--- config.mk ---
export PLATFORM = sky130hd
export DESIGN_NAME = wcec_front
export DESIGN_NICKNAME = d
export VERILOG_FILES = /design/src/sv/wcec_pkg.sv /design/src/sv/wcec_front.sv
export SDC_FILE = /design/constraint.sdc
export NUM_CORES = 1
export LEC_CHECK = 0
export BUFFER_PORTS_ARGS = -buffer_cell sky130_fd_sc_hd__buf_4
export CELL_PAD_IN_SITES_DETAIL_PLACEMENT = 2
export CELL_PAD_IN_SITES_GLOBAL_PLACEMENT = 2
export CORE_MARGIN = 8
export CORE_UTILIZATION = 36
export CTS_CLUSTER_DIAMETER = 50
export CTS_CLUSTER_SIZE = 25
export DETAILED_ROUTE_END_ITERATION = 8
export PLACE_DENSITY_LB_ADDON = 0.1
export SETUP_SLACK_MARGIN = 0.02
export SLEW_MARGIN = 30
export SYNTH_ARGS = -nofsm -noshare
export SYNTH_HDL_FRONTEND = slang
export SYNTH_SLANG_ARGS = --single-unit
--- constraint.sdc ---
create_clock -name clock -period 8.3 [get_ports clock]
set_clock_uncertainty 0.15 [all_clocks]
set_input_delay 2.49 -clock clock [delete_from_list [all_inputs] [get_ports clock]]
set_output_delay 2.49 -clock clock [all_outputs]
set_load 0.03 [all_outputs]
--- src/sv/wcec_pkg.sv ---
// ----------------------------------------------------------------------------
// wcec_pkg
// Shared types and constants for the walking compare epoch clock.
// ----------------------------------------------------------------------------
`default_nettype none

package wcec_pkg;

   // action codes
   localparam logic [1:0] ACT_TICK = 2'd0;
   localparam logic [1:0] ACT_SET  = 2'd1;
   localparam logic [1:0] ACT_READ = 2'd2;

   localparam int TPM_W     = 31;
   localparam int TICK_W    = 32;
   localparam int UPTIME_W  = 64;
   localparam int SEC_W     = 32;
   localparam int MILLIS_W  = 10;

   localparam logic [TPM_W-1:0] TPM_RESET = 31'd48000;

   // divide by 1000, one 16-bit digit per step, high digit first
   localparam int MS_PER_SEC  = 1000;
   localparam int DIGIT_W     = 16;
   localparam int DIGITS      = UPTIME_W / DIGIT_W;
   localparam int X_W         = MILLIS_W + DIGIT_W;
   localparam int RECIP_W     = 27;
   localparam int PROD_W      = X_W + RECIP_W;
   localparam int RECIP_SHIFT = 36;
   // ceil(2^36 / 1000); exact for any dividend below 1000 * 2^16
   localparam logic [RECIP_W-1:0] RECIP = 27'd68719477;

   localparam int QUEUE_DEPTH = 4;

   typedef struct packed {
      logic [1:0]          action;
      logic [SEC_W-1:0]    set_seconds;
      logic [MILLIS_W-1:0] set_millis;
   } req_type;

   typedef struct packed {
      logic [UPTIME_W-1:0] uptime_ms;
      logic [SEC_W-1:0]    epoch_seconds;
      logic [MILLIS_W-1:0] epoch_millis;
      logic                time_valid;
   } rsp_type;

   // snapshot of clock state taken by a read
   typedef struct packed {
      logic [UPTIME_W-1:0] uptime;
      logic [SEC_W-1:0]    anchor_seconds;
      logic [TICK_W-1:0]   anchor_uptime;
      logic                synced;
   } snap_type;

endpackage

`default_nettype wire

--- src/sv/wcec_front.sv ---
// ----------------------------------------------------------------------------
// wcec_front
// Accepts words, runs ticks and set actions on the clock state, and pushes
// a state snapshot for every read into the queue.
// ----------------------------------------------------------------------------
`default_nettype none

module wcec_front (
   input  wire logic                          clock,
   input  wire logic                          reset,
   input  wire logic                          req_valid,
   output logic                               req_ready,
   input  wire wcec_pkg::req_type             req_data,
   input  wire logic                          csr_valid,
   output logic                               csr_ready,
   input  wire logic [wcec_pkg::TPM_W-1:0]    csr_data,
   output logic                               push_valid,
   input  wire logic                          push_ready,
   output wcec_pkg::snap_type                 push_data
);

   logic [wcec_pkg::TPM_W-1:0]    tpm_ff;
   logic [wcec_pkg::TICK_W-1:0]   tick_ff, tick_in;
   logic [wcec_pkg::TICK_W-1:0]   cmp_ff, cmp_in;
   logic [wcec_pkg::UPTIME_W-1:0] ms_ff, ms_in;
   logic [wcec_pkg::SEC_W-1:0]    anc_sec_ff, anc_sec_in;
   logic [wcec_pkg::TICK_W-1:0]   anc_up_ff, anc_up_in;
   logic                          synced_ff, synced_in;

   logic                          is_tick, is_set, is_read, accept;
   logic [wcec_pkg::TICK_W-1:0]   tick_next, diff, step;

   always_comb begin
      is_tick = 1'b0;
      is_set  = 1'b0;
      is_read = 1'b0;
      unique case (req_data.action)
         wcec_pkg::ACT_TICK: is_tick = 1'b1;
         wcec_pkg::ACT_SET:  is_set  = 1'b1;
         wcec_pkg::ACT_READ: is_read = 1'b1;
         default: ;
      endcase
   end

   // only reads need queue room
   assign req_ready  = push_ready || !is_read;
   assign accept     = req_valid && req_ready;
   assign csr_ready  = 1'b1;

   assign push_valid = req_valid && is_read;
   assign push_data  = '{uptime:         ms_ff,
                         anchor_seconds: anc_sec_ff,
                         anchor_uptime:  anc_up_ff,
                         synced:         synced_ff};

   assign step      = (tpm_ff == '0) ? wcec_pkg::TICK_W'(1) : {1'b0, tpm_ff};
   assign tick_next = tick_ff + wcec_pkg::TICK_W'(1);
   assign diff      = tick_next - cmp_ff;

   always_comb begin
      tick_in    = tick_ff;
      cmp_in     = cmp_ff;
      ms_in      = ms_ff;
      anc_sec_in = anc_sec_ff;
      anc_up_in  = anc_up_ff;
      synced_in  = synced_ff;
      if (accept && is_tick) begin
         tick_in = tick_next;
         // signed difference not negative: compare point reached
         if (!diff[wcec_pkg::TICK_W-1]) begin
            cmp_in = cmp_ff + step;
            ms_in  = ms_ff + wcec_pkg::UPTIME_W'(1);
         end
      end
      if (accept && is_set) begin
         anc_sec_in = req_data.set_seconds;
         anc_up_in  = ms_ff[wcec_pkg::TICK_W-1:0]
                      - wcec_pkg::TICK_W'(req_data.set_millis);
         synced_in  = 1'b1;
      end
   end

   always_ff @(posedge clock) begin
      if (reset) begin
         tpm_ff     <= wcec_pkg::TPM_RESET;
         tick_ff    <= '0;
         cmp_ff     <= wcec_pkg::TICK_W'(wcec_pkg::TPM_RESET);
         ms_ff      <= '0;
         anc_sec_ff <= '0;
         anc_up_ff  <= '0;
         synced_ff  <= 1'b0;
      end else begin
         if (csr_valid) begin
            tpm_ff <= csr_data;
         end
         tick_ff    <= tick_in;
         cmp_ff     <= cmp_in;
         ms_ff      <= ms_in;
         anc_sec_ff <= anc_sec_in;
         anc_up_ff  <= anc_up_in;
         synced_ff  <= synced_in;
      end
   end

   a_ms_step: assert property (@(posedge clock) disable iff (reset)
      (accept && is_tick) |=>
         (ms_ff == $past(ms_ff)) || (ms_ff == $past(ms_ff) + wcec_pkg::UPTIME_W'(1)))
      else $error("ms count moved by more than one on a tick");

endmodule

`default_nettype wire

### Word-level counts from Yosys, hierarchy flattened

Cells that the tools add are included.

| word-level totals | value |
|---|---|
| bits in registers | 224 |
| input port bits | 80 |
| output and inout port bits | 132 |
| logic and storage cells | 28 |

| operators by class | value |
|---|---|
| add/sub/neg operators | 5 |
| eq/ne operators | 2 |
| mux-type cells | 4 |
| bitwise gates (word level) | 1 |
| reduce and logical (&&, ||, !) cells | 9 |

Operator list:

| operator | number |
|---|---|
| $add 64x1->64 const B | 1 |
| $add 32x1->32 const B | 1 |
| $add 32x31->32 | 1 |
| $sub 32x10->32 | 1 |
| $sub 32x32->32 | 1 |
| $logic_not 31->1 | 1 |
| $mux 31 | 1 |
| $logic_and 1x1->1 | 4 |
| $mux 1 | 3 |
| $eq 2x1->1 const B | 1 |
| $eq 2x2->1 const B | 1 |
| $logic_not 2->1 | 1 |
| $reduce_and 2->1 | 1 |
| $logic_not 1->1 | 1 |
| $logic_or 1x1->1 | 1 |
| $not 1->1 | 1 |

### Logic depth before layout (Yosys ltp)

| logic depth | value |
|---|---|
| depth in word-level cells | 7 |
| depth in mapped cells | 20 |
| gate-level depth less buffers | 16 |

### Least setup slack after synthesis

Ideal clock, no wire load.

| timing path | value |
|---|---|
| path kind | input to output |
| start | in req_data[42] (netlist bit) |
| end | out req_ready |
| arrival | 3.055 ns |
| data required time | 5.660 ns |
| slack | 2.605 ns |
| stages on the path | 1 |
| buffers on the path | 0 |
| cell sequence | or3b_2 |

| between the ends | value |
|---|---|
| cells in the longest elaborated chain, start to end | 4 |

RTL lines:

| item | RTL line | source |
|---|---|---|
| start, declared | wcec_front.sv:13 | `input wire wcec_pkg::req_type req_data,` |
| $eq 2x2->1 | wcec_front.sv:37 | `unique case (req_data.action)` |
| $mux 1 | wcec_front.sv:37 |  |
| $logic_not 1->1 | wcec_front.sv:46 | `assign req_ready = push_ready \|\| !is_read;` |
| $logic_or 1x1->1 | wcec_front.sv:46 |  |
| end, declared | wcec_front.sv:12 | `output logic req_ready,` |

Every way passes these cells.

### Worst setup path after layout

| timing path | value |
|---|---|
| start | reg tick_ff[7] (netlist bit) |
| end | reg cmp_ff[26] (netlist bit) |

| between the ends | value |
|---|---|
| cells in the longest elaborated chain, start to end | 4 |

RTL lines:

| item | RTL line | source |
|---|---|---|
| start, declared | wcec_front.sv:23 | `logic [wcec_pkg::TICK_W-1:0] tick_ff, tick_in;` |
| start signal, assigned | wcec_front.sv:96 | `tick_ff <= tick_in;` |
| $add 32x1->32 | wcec_front.sv:57 | `assign tick_next = tick_ff + wcec_pkg::TICK_W'(1);` |
| via tick_next, one bit | wcec_front.sv:31 | `logic [wcec_pkg::TICK_W-1:0] tick_next, diff, step;` |
| $sub 32x32->32 | wcec_front.sv:58 | `assign diff = tick_next - cmp_ff;` |
| $not 1->1 (no source line) | -- |  |
| $reduce_and 2->1 (no source line) | -- |  |
| end signal, assigned | wcec_front.sv:87 | `cmp_ff <= wcec_pkg::TICK_W'(wcec_pkg::TPM_RESET);` |
| end signal, assigned | wcec_front.sv:97 | `cmp_ff <= cmp_in;` |
| end, declared | wcec_front.sv:24 | `logic [wcec_pkg::TICK_W-1:0] cmp_ff, cmp_in;` |

The timed path passes the listed nets, and every way through them passes these cells.
A chain may end at the register's enable or synchronous reset.

==> flow_summary.ini <==
[cts]
cts-buffers-inserted = 38
clk_pin_slew_worst_paths_ps = 60
clockBufferDepth = 3
numClockSinks = 224
worstSkewPairLatency_ps = 560
htreeDepth = 2
cts_resized = 0
cts-root-buf = clkbuf_16
cts_tree = built
cts-hold-fix-buffers = 0
cts_setup_buffers = 0

[timing]
maxSlewHeadroom = 0.356
worst_slew_pin_slew_ps = 958
finalCritPeriodShare = 0.721
min_period_ps = 5980
finalSetupViolations = 0
fmax_mhz = 167
report.final.slew_viol_count = 0
hold_viol = 0
finalSetupTns_ps = 0
rsz0062_at_grt = false

[run_status]
status = finished clean

[route]
wire_per_inst_um = 20.4
firstDrtPassIters = 4
drtIter0Drc = 420
vias_per_cell = 5.55
detail-route-antenna-nets = 0
route.detailed.drc = 0
totalWireLength_um = 46400
via_count = 12700

[floorplanning]
start_util = 0.363
die-height_um = 205
core-area_um2 = 35400
die_area_um2 = 42000
rows = 69
die_width_um = 205
io_pins = 212

[placed_design]
gp_congestion = 0.806
port_buffers = 210
hpwl_um = 33600
placed_cells = 2213

[layout]
nets = 1947
seq_area_um2 = 4480
multi_input_area_um2 = 7640
syn_to_final_growth_pct = 23.9
drive_above_1_share = 0.173
mostFrequentLayoutCell = dfxtp_1
fillerInstances = 4014
final_cell_mix = dfxtp_1, buf_4, nand2_1
layout.cells.non_filler = 2280
diodes = 0

[pwr]
leakage_uw = 0.00653
peakVddDrop_uv = 198
cellPowerDensity_nw_per_um2 = 185

[worst_setup_path]
cp_data_arrival_time_ps = 6280
ff2ff_path_depth = 16
slowest_stage = mux2i_4
critPathBufInv = 1
worst-path-max-fanout = 30
cp-start-kind = flop
cp-end-kind = flop
cp_top_family = compound AO/OA/AOI/OAI gates
cp_cell_sequence = and4_1 -> nand3_1 -> nor3_1 -> and3_1 -> nand3_1 -> xnor2_1 -> ha_1 -> a21oi_1 -> o21ai_1 -> a2111oi_0 -> o31ai_1 -> a211oi_4 -> mux2i_4 -> buf_4 -> a21oi_1 -> a211oi_1
r2r-start = tick_ff[7]$_SDFFE_PP0P_
crit_type = flop to flop
r2r-end = cmp_ff[26]$_SDFFE_PP0P_
required_ps = 8600
regToRegSetupSlack_ps = 2320
max_stage_delay_ps = 820
path_depth = 16

[yosys]
synth-edff-count = 0
syn_avg_cell_area_um2 = 7.77
synthDistinctLibCells = 65
synth_warnings = 0
syn-num-nets = 1810
synth_area_um2 = 12900
yosys.area.top_type = dfxtp_1
ys_async_sr_fraction = 0
synth-seq-cells = 224
yosysSeqAreaShare = 0.349
ys.flop_type = dfxtp_1
syn_inst = 1655
synth.area.top_cells = dfxtp_1, a21oi_1, ha_1, nand2_1, nor2_1
synth.top_cell.area_share = 0.349

[global_routing]
antenna_found_initial = 0
grt_max_degree = 114
grt_pass1_wl_um = 74100
first_global_vias = 13800
grt_overflow_total = 0
grt_use_total = 0.216

[worst_hold_path]
hold_depth = 2
holdCritStartpoint = anc_sec_ff[19]$_SDFFE_PP0P_
min_to = anc_sec_ff[19]$_SDFFE_PP0P_
hp-class = flop to flop

[flow_run]
maxCapViolCount = 0
-- where the power goes --
part           internal [uW]  leakage, uW  switching [uW]
registers               1100      0.00182            18.7
clock network            999     0.000635             621
logic                   84.5      0.00407             129
total                   2180      0.00653             769
-- worst register-to-register path, stage by stage (launching register included) --
cell and delay (ps):
dfxtp_1 490, and4_1 340, nand3_1 190, nor3_1 440
and3_1 380, nand3_1 260, xnor2_1 250, ha_1 280
a21oi_1 160, o21ai_1 100, a2111oi_0 440, o31ai_1 210
a211oi_4 580, mux2i_4 820, buf_4 470, a21oi_1 100
a211oi_1 230
-- per-layer routing --
metal,GRT usage,vias to the layer above,wire (um)
met2,0.380,214,23100
met1,0.258,6266,20000
li1,-,6092,-
met4,0.0799,0,1350
met3,0.0421,79,1990
met5,0,-,0
-- cells in the mapped netlist, types with 35 or more instances --
cell / n
nand3_1: 55
clkbuf_1: 100
xor2_1: 50
a21oi_1: 188
or3_1: 46
nand4_1: 45
inv_1: 71
nand2_1: 206
ha_1: 73
o21ai_0: 91
xnor2_1: 45
dfxtp_1: 224
nor2_1: 122
mux2i_1: 35
-- through the flow --
step                      area, um^2  hold slack [ps]   util  setup WS [ps]  power, uW
after floorplan                12900              292      -           2610       1270
after detailed placement       14600              302  0.414           2390       1350
after CTS                      15900              314  0.450           2300       3000
after global placement         14600              291  0.414           2410       1350
final                          15900              311  0.450           2320       2950
after global routing           15900              322  0.450           1750       3070
-- worst max path at each step --
| stage | startpoint | to |
|---|---|---|
| floorplan | req_data[42] | req_ready |
| global placement | req_data[42] | req_ready |
| detailed placement | req_data[42] | req_ready |
| CTS | tick_ff[7]$_SDFFE_PP0P_ | cmp_ff[25]$_SDFFE_PP0P_ |
| global route | tick_ff[7]$_SDFFE_PP0P_ | cmp_ff[2]$_SDFFE_PP0P_ |
| finish | tick_ff[7]$_SDFFE_PP0P_ | cmp_ff[26]$_SDFFE_PP0P_ |
-- cells by family after synthesis --
| family | Yosys count | share of synthesized area |
|---|---|---|
| AND/OR/NAND/NOR | 616 | 0.235 |
| buffers and inverters | 196 | 0.0592 |
| other | 1 | 0.000291 |
| AO/OA/AOI/OAI | 401 | 0.180 |
| multiplexers | 46 | 0.0369 |
| flip-flops | 224 | 0.349 |
| XOR/XNOR | 96 | 0.0659 |
| adder cells (fa/ha/maj) | 75 | 0.0741 |
-- state kept, by name (all words and copies together), names as in the netlist --
| name | cells |
|---|---|
| synced_ff | 1 |
| cmp_ff | 32 |
| anc_up_ff | 32 |
| tpm_ff | 31 |
| ms_ff | 64 |
| tick_ff | 32 |
| anc_sec_ff | 32 |
-- final cells by class --
cell class / count / share of cell area
multi-input combinational: 1235 / 0.480
sequential: 224 / 0.281
timing repair buffer: 222 / 0.105
clock buffer: 43 / 0.0641
tap: 461 / 0.0362
clock inverter: 24 / 0.0170
inverter: 71 / 0.0167
(Power assumes the default switching activity.)
