**config.mk**
```make
export PLATFORM = sky130hd
export DESIGN_NAME = wcec_queue
export DESIGN_NICKNAME = d
export VERILOG_FILES = /design/src/sv/wcec_pkg.sv /design/src/sv/wcec_queue.sv
export SDC_FILE = /design/constraint.sdc
export NUM_CORES = 1
export LEC_CHECK = 0
export BUFFER_PORTS_ARGS = -buffer_cell sky130_fd_sc_hd__buf_2
export CORE_MARGIN = 2
export CORE_UTILIZATION = 45
export CTS_CLUSTER_SIZE = 25
export DETAILED_ROUTE_END_ITERATION = 10
export PLACE_DENSITY = 0.67
export SLEW_MARGIN = 5
export SYNTH_ARGS = -nofsm -noshare
export SYNTH_HDL_FRONTEND = slang
export SYNTH_SLANG_ARGS = --single-unit
```
**constraint.sdc**
```tcl
create_clock -name clock -period 2.8 [get_ports clock]
set_input_delay 0.28 -clock clock [delete_from_list [all_inputs] [get_ports clock]]
set_output_delay 0.28 -clock clock [all_outputs]
set_load 0.05 [all_outputs]
```
**src/sv/wcec_pkg.sv**
```systemverilog
// ----------------------------------------------------------------------------
// wcec_pkg
// Shared types and constants for the walking compare epoch clock.
// ----------------------------------------------------------------------------
`default_nettype none

package wcec_pkg;

   // action codes
   localparam logic [1:0] ACT_TICK = 2'd0;
   localparam logic [1:0] ACT_SET  = 2'd1;
   localparam logic [1:0] ACT_READ = 2'd2;

   localparam int TPM_W     = 31;
   localparam int TICK_W    = 32;
   localparam int UPTIME_W  = 64;
   localparam int SEC_W     = 32;
   localparam int MILLIS_W  = 10;

   localparam logic [TPM_W-1:0] TPM_RESET = 31'd48000;

   // divide by 1000, one 16-bit digit per step, high digit first
   localparam int MS_PER_SEC  = 1000;
   localparam int DIGIT_W     = 16;
   localparam int DIGITS      = UPTIME_W / DIGIT_W;
   localparam int X_W         = MILLIS_W + DIGIT_W;
   localparam int RECIP_W     = 27;
   localparam int PROD_W      = X_W + RECIP_W;
   localparam int RECIP_SHIFT = 36;
   // ceil(2^36 / 1000); exact for any dividend below 1000 * 2^16
   localparam logic [RECIP_W-1:0] RECIP = 27'd68719477;

   localparam int QUEUE_DEPTH = 4;

   typedef struct packed {
      logic [1:0]          action;
      logic [SEC_W-1:0]    set_seconds;
      logic [MILLIS_W-1:0] set_millis;
   } req_type;

   typedef struct packed {
      logic [UPTIME_W-1:0] uptime_ms;
      logic [SEC_W-1:0]    epoch_seconds;
      logic [MILLIS_W-1:0] epoch_millis;
      logic                time_valid;
   } rsp_type;

   // snapshot of clock state taken by a read
   typedef struct packed {
      logic [UPTIME_W-1:0] uptime;
      logic [SEC_W-1:0]    anchor_seconds;
      logic [TICK_W-1:0]   anchor_uptime;
      logic                synced;
   } snap_type;

endpackage

`default_nettype wire

```
**src/sv/wcec_queue.sv**
```systemverilog
// ----------------------------------------------------------------------------
// wcec_queue
// Short FIFO of read snapshots between front and back.
// ----------------------------------------------------------------------------
`default_nettype none

module wcec_queue #(
   parameter int DEPTH = wcec_pkg::QUEUE_DEPTH
) (
   input  wire logic               clock,
   input  wire logic               reset,
   input  wire logic               push_valid,
   output logic                    push_ready,
   input  wire wcec_pkg::snap_type push_data,
   output logic                    pop_valid,
   input  wire logic               pop_ready,
   output wcec_pkg::snap_type      pop_data
);

   localparam int PTR_W = $clog2(DEPTH);
   localparam int CNT_W = $clog2(DEPTH + 1);
   localparam logic [PTR_W-1:0] LAST = PTR_W'(DEPTH - 1);

   wcec_pkg::snap_type mem_ff [DEPTH];
   logic [PTR_W-1:0]   wr_ptr_ff, wr_ptr_in;
   logic [PTR_W-1:0]   rd_ptr_ff, rd_ptr_in;
   logic [CNT_W-1:0]   count_ff, count_in;
   logic               push_en, pop_en;

   assign push_ready = (count_ff != CNT_W'(DEPTH));
   assign pop_valid  = (count_ff != '0);
   assign pop_data   = mem_ff[rd_ptr_ff];
   assign push_en    = push_valid && push_ready;
   assign pop_en     = pop_valid && pop_ready;

   always_comb begin
      wr_ptr_in = wr_ptr_ff;
      rd_ptr_in = rd_ptr_ff;
      count_in  = count_ff;
      if (push_en) begin
         wr_ptr_in = (wr_ptr_ff == LAST) ? '0 : wr_ptr_ff + PTR_W'(1);
      end
      if (pop_en) begin
         rd_ptr_in = (rd_ptr_ff == LAST) ? '0 : rd_ptr_ff + PTR_W'(1);
      end
      if (push_en && !pop_en) begin
         count_in = count_ff + CNT_W'(1);
      end else if (pop_en && !push_en) begin
         count_in = count_ff - CNT_W'(1);
      end
   end

   always_ff @(posedge clock) begin
      if (push_en) begin
         mem_ff[wr_ptr_ff] <= push_data;
      end
   end

   always_ff @(posedge clock) begin
      if (reset) begin
         wr_ptr_ff <= '0;
         rd_ptr_ff <= '0;
         count_ff  <= '0;
      end else begin
         wr_ptr_ff <= wr_ptr_in;
         rd_ptr_ff <= rd_ptr_in;
         count_ff  <= count_in;
      end
   end

   a_count_bound: assert property (@(posedge clock) disable iff (reset)
      count_ff <= CNT_W'(DEPTH))
      else $error("queue count above depth");

endmodule

`default_nettype wire

```
# Yosys cells after proc, flatten, opt, wreduce, memory -nomap -nowiden
# Memories as Yosys holds them, arrays and structs flattened. A register that Yosys moved wholly into a read port is not among the register bits.
# Cells that the tools add are included.
dict set report word_totals {
  regBits 7
  word_cells 27
  ram_bits 516
  output_inout_bits 131
  in_bits 133
  n_memories 1
}
dict set report op_classes {
  mux 8
  addsub 4
  reduce_logical 8
  eq_ne 3
}
# name words width read_ports rd_clocked_by_memory_dff wr line
set memory_table {}
lappend memory_table {mem_ff 4 129 1 1 1 wcec_queue.sv:24} ;# wcec_pkg::snap_type mem_ff [DEPTH];
# op count
set ops {}
lappend ops {{2-bit 2-to-1 mux} 4}
lappend ops {{3-bit 2-to-1 mux} 2}
lappend ops {{2-bit by 1-bit adder with 2-bit output (second input constant)} 2}
lappend ops {{2-bit equality test (second input constant)} 2}
lappend ops {{1-bit logical AND} 4}
lappend ops {{3-bit by 1-bit adder with 3-bit output (second input constant)} 1}
lappend ops {{3-bit != test (second input constant)} 1}
lappend ops {{3-bit nonzero test} 1}
lappend ops {{3-bit by 1-bit subtractor with 3-bit output (second input constant)} 1}
lappend ops {{1-bit logical NOT} 2}
lappend ops {{1-bit 2-to-1 mux} 2}
lappend ops {{2-bit nonzero test} 1}

# Longest topological paths before layout
# Gate-level depths: netlist of run 1.
dict set report depth {
  word_depth 6
  ltp_mapped 9
  depth_no_buf 8
}

# Least setup slack after synthesis of run 1
# Ideal clock, no wire load.
dict set report synth_timing {
  path_type {register to register}
  startpoint {register count_ff[0]}
  endpoint {memory mem_ff[0][0] in the netlist's numbering, enable pin}
  path_slack_ns 0.012
  n_path_buf 1
  t_required_ns 2.369
  period_less_slack_ns 2.788
  setup_time_ns 0.431
  path_stages_with_launch 4
  t_arrival_ns 2.357
  cell_sequence {dfxtp_1 or3b_1 buf_6 and3_2}
}
dict set report synth_via {
  elab_chain_cells 4
}
# item line
set synth_rtl {}
lappend synth_rtl {{from (decl)} wcec_queue.sv:27} ;# logic [CNT_W-1:0] count_ff, count_in;
lappend synth_rtl {{from (signal assigned)} wcec_queue.sv:67} ;# count_ff <= count_in;
lappend synth_rtl {{3-bit != test} wcec_queue.sv:30} ;# assign push_ready = (count_ff != CNT_W'(DEPTH));
lappend synth_rtl {{named net push_ready} wcec_queue.sv:13} ;# output logic push_ready,
lappend synth_rtl {{1-bit logical AND} wcec_queue.sv:33} ;# assign push_en = push_valid && push_ready;
lappend synth_rtl {{1-bit 2-to-1 mux} wcec_queue.sv:54} ;# if (push_en) begin
lappend synth_rtl {{1-bit 2-to-1 mux (implied by the code)} wcec_queue.sv:55} ;# mem_ff[wr_ptr_ff] <= push_data;
lappend synth_rtl {{to (decl)} wcec_queue.sv:24}
# The timed path passes the listed nets, and every way through them passes these cells.

==> metrics.md, run 1 <==
| Metric | Value |
|---|---|
| Status | `completed` |
| Setup Fix Bufs, Post-CTS | `0` |
| Synth area leaders | `edfxtp_1 (81%), mux4_2 (15%), dfxtp_1 (0.94%), buf_6 (0.71%), ha_1 (0.39%)` |
| Critical path type | `reg2out` |
| Static leakage power | `8.21 nW` |
| Post-synth top area cell | `edfxtp_1` |
| Pins Over Slew Limit | `0` |
| CP delay by family, top | `flip-flops` |
| Initial Util | `0.455` |
| Cells after Synth | `721` |
| Async S/R FF share, synth | `0` |
| Slew @ Worst Pin | `0.612 ns` |
| Crit path time final | `2.57 ns` |
| FF/Latch Area | `0.0157 mm²` |
| Placer Congestion | `0.717` |
| DIE HEIGHT | `210 µm` |
| Num CTS Buffers | `52` |
| Count leader, synth | `edfxtp_1` |
| Post-synth EDFFs | `516` |
| All-Layer GR Usage | `0.172` |
| Via count | `9206` |
| Filler instances | `3021` |
| Syn nets | `861` |
| Max Cap Viol | `0` |
| Period utilization | `0.917` |
| CTS resizes | `0` |
| Die width | `210 µm` |
| P&R area growth vs syn | `27.2%` |
| Worst hold path type | `in2reg` |
| Pwr per Cell Area | `936 mW/mm²` |
| Post-synthesis cell area | `0.0191 mm²` |
| Seq/Total Area, Yosys | `0.821` |
| Synth Area per Inst | `26.5 µm²` |
| Vias per cell | `5.26` |
| Global route total overflow | `0` |
| Total negative slack | `0 ns` |
| Multi-input logic area | `0.00320 mm²` |
| CTS Sinks | `525` |
| Dpl cells | `1526` |
| Antenna-violating nets left | `0` |
| First-pass GRT wire length | `57.3 mm` |
| I/O pin total | `264` |
| Htree depth | `2` |
| Startpoint types | `register` |
| Critical path's slowest cell | `dfxtp_4` |
| Final nets | `1311` |
| CP Capture Type | `primary output` |
| Core Util, Final | `0.579` |
| Vias in the first global route | `9908` |
| Synth cell count leaders | `edfxtp_1 (516), mux4_2 (129), buf_2 (13)` |
| Placed cell area | `0.0214 mm²` |
| Largest net degree at the start of global routing | `52` |
| Clk_lat worst skew | `0.58 ns` |
| Buffers on Ports | `263` |
| Crit-path cells | `buf_4 > mux4_2 > buf_2` |
| Drt pass-1 iters | `4` |
| CTS tree | `yes` |
| Clk_skew | `0.0150 ns` |
| Core area | `0.0419 mm²` |
| Initial antenna violation count | `1` |
| 1st-iter DRT viols | `547` |
| Final setup viols | `0` |
| Post-route cell area | `0.0243 mm²` |
| Ys Warns | `0` |
| Hpwl dp | `22.5 mm` |
| Drt wl/cell | `21.5 µm` |
| Synth top area share | `0.811` |
| Worst-path clk slew | `0.06 ns` |
| WP data arrival | `2.29 ns` |
| Worst EP required | `2.52 ns` |
| Critical path fanouts, max | `15` |
| Fin cells | `1751` |
| Drt drc | `0` |
| Max VDD drop | `0.000680 V` |
| Top_reg_cell synth | `edfxtp_1` |
| Clk root buf | `clkbuf_16` |
| Fmax | `389 MHz` |
| Max stage delay on crit path | `0.60 ns` |
| Die area | `0.0441 mm²` |
| Std-Cell Rows | `75` |
| #FFs+latches synth | `525` |
| Final wirelength | `37.6 mm` |
| RSZ-0062 raised after global routing | `no` |
| Ratio of cells with drive above 1 in the final layout | `0.410` |
| Final Hold Vio Count | `0` |
| WP buf/inv | `2` |
| Clk buf depth | `3` |
| Synth unique cells | `26` |
| Worst slew margin | `0.589` |
-- state kept, by name (all words and copies together), names as in the netlist, named ones only --
signal	count
mem_ff	516
count_ff	3
wr_ptr_ff	2
rd_ptr_ff	2
-- report_power, final --
part	switching (mW)	leakage [nW]	internal [mW]	total, mW
clock network	2.73	0.756	3.71	6.43
logic	4.43	2.65	2.11	6.55
registers	0.247	4.80	9.51	9.76
-- per-layer routing --
metal / up-vias / global-route usage / part of all wire
met5: - / 0 / 0.00035
met4: 2 / 0.0646 / 0.029
met3: 69 / 0.0440 / 0.062
met2: 283 / 0.284 / 0.49
met1: 4811 / 0.223 / 0.42
li1: 4041 / - / -
-- what timing repair did --
| action | CTS | global route |
|---|---|---|
| endpoints found under the setup margin | 0 | 0 |
| hold buffers | 130 | 0 |
| endpoints found under the hold margin | 520 | 0 |
-- layout make-up --
cell class	instances	area share
well taps	539	0.0277
multi-input cells	163	0.132
inverters	3	0.000463
flip-flops and latches	525	0.645
clock buffers	72	0.0584
clock inverters	22	0.00654
repair buffers	426	0.130
diodes	1	0.000103
-- tightest hold or removal path, cell delays in order --
cell and delay, ns:
buf_2 0.13, nand3_1 0.09, o31ai_2 0.07
-- placed cells by master, fill, tap and decap left out, types with 2 or more instances in the layout --
| cell type | Yosys | layout |
|---|---|---|
| or3_2 | 2 | 2 |
| a21oi_1 | 2 | 2 |
| clkinv_2 | 0 | 3 |
| and3_4 | 0 | 4 |
| dfxtp_4 | 0 | 2 |
| mux2i_1 | 3 | 3 |
| inv_1 | 3 | 3 |
| clkinvlp_4 | 0 | 2 |
| buf_2 | 13 | 263 |
| clkbuf_16 | 0 | 54 |
| dfxtp_1 | 9 | 7 |
| nor2_1 | 3 | 3 |
| buf_4 | 2 | 10 |
| xor2_1 | 2 | 2 |
| dlygate4sd3_1 | 0 | 130 |
| buf_12 | 0 | 23 |
| ha_1 | 6 | 6 |
| clkinv_1 | 0 | 14 |
| edfxtp_1 | 516 | 516 |
| clkbuf_1 | 3 | 18 |
| bufinv_16 | 0 | 2 |
| nand2b_1 | 2 | 2 |
| mux4_2 | 129 | 129 |
-- per-stage QoR --
stage	hold slack [ns]	power, mW	worst slack [ns]
floorplan	0.379	14.7	0.0122
global placement	0.479	16.3	0.485
detailed placement	0.492	16.4	0.379
CTS	0.00140	23.0	0.129
global route	0.0388	23.6	0.0876
finish	0.0416	22.7	0.231
-- logic make-up (layout without fill, tap and decap cells) --
logic type | count (synthesis) | in the layout | share of synthesized area
AO/OA/AOI/OAI | 5 | 5 | 0.00183
XOR/XNOR | 2 | 2 | 0.000917
adder cells (fa/ha/maj) | 7 | 7 | 0.00498
buffers and inverters | 33 | 523 | 0.0124
flip-flops | 525 | 525 | 0.821
multiplexers | 132 | 132 | 0.154
other | 0 | 1 | 0
AND/OR/NAND/NOR | 17 | 17 | 0.00557
-- worst paths after layout --
path | from | to | slack (ns) | depth (start not counted)
worst max-delay path | register | pop_data[71] | 0.23 | 3
worst min-delay path | push_valid | wr_ptr_ff[0] | 0.04 | 3
worst max register to register | count_ff[1] | count_ff[2] | 0.31 | 7
worst min register to register | rd_ptr_ff[0] | register | 0.50 | 2
(Power assumes the default switching activity.)
==> run 2, diff against run 1 <==
--- a/config.mk
+++ b/config.mk
@@ -5,11 +5,13 @@
 export SDC_FILE = /design/constraint.sdc
 export NUM_CORES = 1
 export LEC_CHECK = 0
+export ABC_AREA = 1
 export BUFFER_PORTS_ARGS = -buffer_cell sky130_fd_sc_hd__buf_2
 export CORE_MARGIN = 2
 export CORE_UTILIZATION = 45
 export CTS_CLUSTER_SIZE = 25
 export DETAILED_ROUTE_END_ITERATION = 10
+export GPL_TIMING_DRIVEN = 0
 export PLACE_DENSITY = 0.67
 export SLEW_MARGIN = 5
 export SYNTH_ARGS = -nofsm -noshare
==> metrics.md, run 2 <==
| Metric | Value |
|---|---|
| Drt wl/cell | `20.6 µm (was 21.5 µm)` |
| Startpoint types | `register (unchanged)` |
| 1st-iter DRT viols | `1084 (was 547)` |
| Vias in the first global route | `13000 (was 9908)` |
| Clk root buf | `clkbuf_16 (unchanged)` |
| P&R area growth vs syn | `28.2% (was 27.2%)` |
| Clk_lat worst skew | `0.59 ns (was 0.58 ns)` |
| RSZ-0062 raised after global routing | `no (unchanged)` |
| Static leakage power | `8.98 nW (was 8.21 nW)` |
| Fmax | `375 MHz (was 389 MHz)` |
| Die width | `213 µm (was 210 µm)` |
| Critical path type | `reg2out (unchanged)` |
| Count leader, synth | `edfxtp_1 (unchanged)` |
| Pins Over Slew Limit | `0 (unchanged)` |
| Synth cell count leaders | `edfxtp_1 (516), nor2_1 (275), o21ai_0 (165) (was edfxtp_1 (516), mux4_2 (129), buf_2 (13))` |
| Core area | `0.0431 mm² (was 0.0419 mm²)` |
| Ratio of cells with drive above 1 in the final layout | `0.244 (was 0.410)` |
| Biggest register | `mem_ff (unchanged)` |
| Status | `completed (unchanged)` |
| First-pass GRT wire length | `73.8 mm (was 57.3 mm)` |
| Global route total overflow | `0 (unchanged)` |
| Synth Area per Inst | `14.9 µm² (was 26.5 µm²)` |
| Synth area leaders | `edfxtp_1 (79%), nor2_1 (5.3%), o21ai_0 (4.2%), o22ai_1 (4.1%), o21ai_1 (2.4%) (was edfxtp_1 (81%), mux4_2 (15%), dfxtp_1 (0.94%), buf_6 (0.71%), ha_1 (0.39%))` |
| Max reg flops | `516 (unchanged)` |
| Reg2reg start | `wr_ptr_ff[1] (was count_ff[1])` |
| Async S/R FF share, synth | `0 (unchanged)` |
| Post-synthesis cell area | `0.0196 mm² (was 0.0191 mm²)` |
| Setup Fix Bufs, Post-CTS | `0 (unchanged)` |
| Filler instances | `3355 (was 3021)` |
| Slew @ Worst Pin | `0.712 ns (was 0.612 ns)` |
| Depth of the worst hold-timing path | `4 (was 3)` |
| Regs by FF count | `mem_ff (516), count_ff (3) (unchanged)` |
| Seq/Total Area, Yosys | `0.798 (was 0.821)` |
| Die area | `0.0453 mm² (was 0.0441 mm²)` |
| Period utilization | `0.953 (was 0.917)` |
| Clk buf depth | `3 (unchanged)` |
| Top_reg_cell synth | `edfxtp_1 (unchanged)` |
| Initial antenna violation count | `5 (was 1)` |
| Reg-to-reg slack, setup | `0.62 ns (was 0.31 ns)` |
| Drt drc | `0 (unchanged)` |
| Post-synth EDFFs | `516 (unchanged)` |
| Largest net degree at the start of global routing | `27 (was 52)` |
| Htree depth | `2 (unchanged)` |
| Via count | `12700 (was 9206)` |
| End of the worst register-to-register path | `mem_ff[1][104] (was count_ff[2])` |
| Hpwl dp | `30.6 mm (was 22.5 mm)` |
| WP data arrival | `2.39 ns (was 2.29 ns)` |
| Crit path time final | `2.67 ns (was 2.57 ns)` |
| Most common cell after layout, fill and taps aside | `edfxtp_1 (unchanged)` |
| Clk_skew | `0.0114 ns (was 0.0150 ns)` |
| #FFs+latches synth | `525 (unchanged)` |
| Num CTS Buffers | `52 (unchanged)` |
| Synth unique cells | `21 (was 26)` |
| Vias per cell | `5.27 (was 5.26)` |
| WHS Endpoint | `rd_ptr_ff[1] (was wr_ptr_ff[0])` |
| Max VDD drop | `0.000872 V (was 0.000680 V)` |
| Worst EP required | `2.52 ns (about the same)` |
| Final nets | `1923 (was 1311)` |
| Worst hold path type | `in2reg (unchanged)` |
| Buffers on Ports | `263 (unchanged)` |
| Std-Cell Rows | `76 (was 75)` |
| Pwr per Cell Area | `1080 mW/mm² (was 936 mW/mm²)` |
| Max Cap Viol | `0 (unchanged)` |
| Final setup viols | `0 (unchanged)` |
| Cell count of the worst reg-to-reg path | `7 (unchanged)` |
| Final Hold Vio Count | `0 (unchanged)` |
| Synth top area share | `0.789 (was 0.811)` |
| Syn nets | `1456 (was 861)` |
| Final wirelength | `49.6 mm (was 37.6 mm)` |
| Most frequent cells in the layout | `edfxtp_1 (516), nor2_1 (270), buf_2 (267) (was edfxtp_1 (516), buf_2 (263), dlygate4sd3_1 (130))` |
| CTS tree | `yes (unchanged)` |
| DIE HEIGHT | `213 µm (was 210 µm)` |
| Placer Congestion | `0.753 (was 0.717)` |
| Dpl cells | `2185 (was 1526)` |
| Fin cells | `2411 (was 1751)` |
| Worst slew margin | `0.524 (was 0.589)` |
| Post-synth top area cell | `edfxtp_1 (unchanged)` |
| CTS Sinks | `525 (unchanged)` |
| Initial Util | `0.456 (was 0.455)` |
| Ys Warns | `0 (unchanged)` |
| Critical path fanouts, max | `10 (was 15)` |
| All-Layer GR Usage | `0.217 (was 0.172)` |
| Total negative slack | `0 ns (unchanged)` |
| I/O pin total | `264 (unchanged)` |
| Antenna-violating nets left | `0 (unchanged)` |
| CP Capture Type | `primary output (unchanged)` |
| Min-delay src | `pop_ready (was push_valid)` |
| Drt pass-1 iters | `6 (was 4)` |
| Worst-path clk slew | `0.06 ns (about the same)` |
| Cells after Synth | `1316 (was 721)` |
[run 2: cell count changes in the layout (fill, tap and decap cells not counted), sizes merged, moves of 15 or more]
cell / before / now
mux4: 129 / 0
nor2: 3 / 275
buf: 296 / 327
inv: 3 / 18
o22ai: 0 / 129
clkbuf: 72 / 100
o21ai: 1 / 259
[run 2: final cells by class]
cell class,instances,area [µm²],area share
diodes,4,10.0,0.000398
plain buffers,83,602,0.0239
clock buffers,60,1350,0.0537
clock inverters,33,267,0.0106
inverters,16,62.6,0.00249
multi-input cells,691,3400,0.135
flip-flops and latches,525,15700,0.623
well taps,585,732,0.0291
repair buffers,414,3070,0.122
[run 2: worst max path at each step]
stage                           start             to  slack, ns
final                        register   pop_data[15]       0.13
after global placement    count_ff[0]  mem_ff[0][98]      -1.72
after CTS                    register   pop_data[85]      0.009
after floorplan           count_ff[0]   mem_ff[0][0]      -0.19
after detailed placement     register   pop_data[37]       0.46
after global routing         register   pop_data[22]       0.03
[run 2: stage by stage]
step	hold WS, ns	cell area (µm²)	total power, mW	worst slack, ns	utilization
after floorplan	0.343	19700	17.3	-0.188	-
after global placement	0.457	21800	20.3	-1.72	0.505
after detailed placement	0.452	22200	20.6	0.459	0.516
after CTS	0.0147	25200	27.4	0.00854	0.584
after global routing	0.0692	25200	28.3	0.0315	0.584
final	0.0504	25200	27.2	0.131	0.584
[run 2: worst max-delay path, cell delays in order, from the launching register on]
cell      delay, ns
dfxtp_2        0.48
clkbuf_1       0.57
o21ai_0        0.20
o22ai_1        0.24
buf_2          0.31
[run 2: layer usage]
| metal | track usage | up-vias | wire, µm |
|---|---|---|---|
| li1 | - | 5926 | - |
| met1 | 0.276 | 6237 | 20200 |
| met2 | 0.361 | 463 | 24300 |
| met3 | 0.0527 | 87 | 3620 |
| met4 | 0.0846 | 2 | 1440 |
| met5 | 0 | - | 11 |
[run 2: where the power goes]
group / switching (mW) / internal, mW
Clock: 2.85 / 3.81
Sequential: 0.220 / 9.57
Combinational: 8.16 / 2.59
Total: 11.2 / 16.0
[run 2: kinds of logic (layout without fill, tap and decap cells)]
kind of cell	Yosys count	in the layout	synth area share
AO/OA/AOI/OAI	390	390	0.108
buffers and inverters	100	606	0.0321
AND/OR/NAND/NOR	293	293	0.0566
adder cells (fa/ha/maj)	7	7	0.00484
flip-flops	525	525	0.798
other	0	4	0
XOR/XNOR	1	1	0.000446
[run 2: timing repair]
item | 4_1_cts | 5_1_grt
gates cloned | 0 | 0
hold endpoints to repair | 517 | 0
endpoints found under the setup margin | 108 | 42
gates resized for setup | 21 | 12
hold buffers | 130 | 0
==> run 3, diff against run 2 <==
--- a/config.mk
+++ b/config.mk
@@ -12,7 +12,7 @@
 export CTS_CLUSTER_SIZE = 25
 export DETAILED_ROUTE_END_ITERATION = 10
 export GPL_TIMING_DRIVEN = 0
-export PLACE_DENSITY = 0.67
+export PLACE_DENSITY = 0.75
 export SLEW_MARGIN = 5
 export SYNTH_ARGS = -nofsm -noshare
 export SYNTH_HDL_FRONTEND = slang
==> metrics.md, run 3 (synthesis results as in run 2) <==
| Metric | Value |
|---|---|
| Clk_lat worst skew | `0.58 ns (was 0.59 ns)` |
| Std-Cell Rows | `76 (unchanged)` |
| Drt drc | `0 (unchanged)` |
| Drt pass-1 iters | `5 (was 6)` |
| Vias per cell | `5.39 (was 5.27)` |
| Final nets | `1922 (was 1923)` |
| Biggest register | `mem_ff (unchanged)` |
| Worst-path clk slew | `0.06 ns (about the same)` |
| WP buf/inv | `4 (was 2)` |
| Status | `completed (unchanged)` |
| Final setup viols | `0 (unchanged)` |
| Max Cap Viol | `0 (unchanged)` |
| Die area | `0.0453 mm² (unchanged)` |
| Fin Hold WS | `0.0504 ns (about the same)` |
| Core area | `0.0431 mm² (unchanged)` |
| Largest net degree at the start of global routing | `27 (unchanged)` |
| Top cell by count, worst path | `buf_4` |
| Worst hold path type | `in2reg (unchanged)` |
| Worst path depth | `6 (was 4)` |
| WP data arrival | `2.44 ns (was 2.39 ns)` |
| Buffers on Ports | `263 (unchanged)` |
| I/O pin total | `264 (unchanged)` |
| Antenna-violating nets left | `0 (unchanged)` |
| Cell count of the worst reg-to-reg path | `7 (unchanged)` |
| Fmax | `368 MHz (was 375 MHz)` |
| All-Layer GR Usage | `0.221 (was 0.217)` |
| Fin cells | `2408 (was 2411)` |
| CP Capture Type | `primary output (unchanged)` |
| Regs by FF count | `mem_ff (516), count_ff (3) (unchanged)` |
| Reg-to-reg slack, setup | `0.51 ns (was 0.62 ns)` |
| RSZ-0062 raised after global routing | `no (unchanged)` |
| Worst slew margin | `0.500 (was 0.524)` |
| Max reg flops | `516 (unchanged)` |
| Static leakage power | `8.90 nW (was 8.98 nW)` |
| First-pass GRT wire length | `75.3 mm (was 73.8 mm)` |
| Crit path time final | `2.72 ns (was 2.67 ns)` |
| P&R area growth vs syn | `27.5% (was 28.2%)` |
| Setup Fix Bufs, Post-CTS | `0 (unchanged)` |
| Vias in the first global route | `13400 (was 13000)` |
| Crit-path cells | `buf_6 > buf_4 > buf_4 > nor2_1 > o22ai_1 > buf_2 (was clkbuf_1 > o21ai_0 > o22ai_1 > buf_2)` |
| Clk_skew | `0.0182 ns (was 0.0114 ns)` |
| Clk buf depth | `3 (unchanged)` |
| Global route total overflow | `0 (unchanged)` |
| Critical path's slowest cell | `dfxtp_2 (was clkbuf_1)` |
| Period utilization | `0.972 (was 0.953)` |
| Initial antenna violation count | `5 (unchanged)` |
| Worst EP required | `2.52 ns (about the same)` |
| Drt wl/cell | `21.2 µm (was 20.6 µm)` |
| Htree depth | `2 (unchanged)` |
| Pwr per Cell Area | `1070 mW/mm² (was 1080 mW/mm²)` |
| Via count | `13000 (was 12700)` |
| CTS tree | `yes (unchanged)` |
| 1st-iter DRT viols | `1276 (was 1084)` |
| Slew @ Worst Pin | `0.748 ns (was 0.712 ns)` |
| Depth of the worst hold-timing path | `3 (was 4)` |
| Startpoint types | `register (unchanged)` |
| Max stage delay on crit path | `0.47 ns (was 0.57 ns)` |
| Total negative slack | `0 ns (unchanged)` |
| Dpl cells | `2184 (was 2185)` |
| Max VDD drop | `0.000857 V (was 0.000872 V)` |
| Die width | `213 µm (unchanged)` |
| Placer Congestion | `0.752 (was 0.753)` |
| Initial Util | `0.456 (unchanged)` |
| Final wirelength | `51.0 mm (was 49.6 mm)` |
| Critical path fanouts, max | `10 (unchanged)` |
| DIE HEIGHT | `213 µm (unchanged)` |
| Num CTS Buffers | `51 (was 52)` |
| Clk root buf | `clkbuf_16 (unchanged)` |
| CTS Sinks | `525 (unchanged)` |
| Hpwl dp | `31.1 mm (was 30.6 mm)` |
| Final Hold Vio Count | `0 (unchanged)` |
| CP delay by family, top | `buffers and inverters (unchanged)` |
| Critical path type | `reg2out (unchanged)` |
| Most frequent cells in the layout | `edfxtp_1 (516), nor2_1 (270), buf_2 (264) (was edfxtp_1 (516), nor2_1 (270), buf_2 (267))` |
| Most common cell after layout, fill and taps aside | `edfxtp_1 (unchanged)` |
| Pins Over Slew Limit | `0 (unchanged)` |
| Ratio of cells with drive above 1 in the final layout | `0.237 (was 0.244)` |
## run 3: changes by cell type in the layout (fill, tap and decap cells not counted), sizes merged
cell,before,now
clkinv,24,26
clkinvlp,3,2
diode,4,2
dlygate4sd3,130,131
bufinv,4,0
clkbuf,100,103
inv,18,16
## run 3: area by class of cell
type / instances / area [µm²]
Antenna cell: 2 / 5.00
Buffer: 83 / 594
Clock buffer: 64 / 1370
Clock inverter: 28 / 126
Fill cell: 3226 / 18100
Inverter: 16 / 62.6
Multi-Input combinational cell: 691 / 3400
Sequential cell: 525 / 15700
Tap cell: 585 / 732
Timing Repair Buffer: 414 / 3060
## run 3: layer usage
layer / track usage / up-vias / wire [µm]
met2: 0.383 / 583 / 25700
met4: 0.0692 / 4 / 1120
li1: - / 5914 / -
met3: 0.0546 / 83 / 4360
met5: 0 / - / 28
met1: 0.274 / 6404 / 19700
## run 3: worst min-delay path, cell delays in order
cell	delay, ns
buf_2	0.15
a21oi_1	0.08
nor2_1	0.09
## run 3: what timing repair did
action / in CTS / in global routing
setup endpoints to repair: 103 / 39
hold buffers: 131 / 0
resized for setup: 12 / 29
pin swaps: 0 / 0
endpoints found under the hold margin: 523 / 0
## run 3: per-stage QoR
| stage | setup slack (ns) | area [µm²] | total power [mW] | utilization |
|---|---|---|---|---|
| floorplan | -0.188 | 19700 | 17.3 | - |
| global placement | -1.66 | 21800 | 20.3 | 0.505 |
| detailed placement | 0.446 | 22200 | 20.5 | 0.515 |
| CTS | 0.00490 | 25000 | 26.9 | 0.580 |
| global route | 0.000411 | 25000 | 27.9 | 0.581 |
| finish | 0.0796 | 25000 | 26.8 | 0.581 |
## run 3: final timing paths
path | start | end
worst max register to register | wr_ptr_ff[0] | mem_ff[0][128]
worst max-delay path | register | pop_data[36]
worst min-delay path | push_valid | wr_ptr_ff[1]
worst min register to register | count_ff[1] | count_ff[1]
## run 3: where the power goes
part | total [mW] | internal [mW] | switching [mW]
clock network | 6.24 | 3.43 | 2.81
registers | 9.79 | 9.57 | 0.228
logic | 10.8 | 2.58 | 8.21
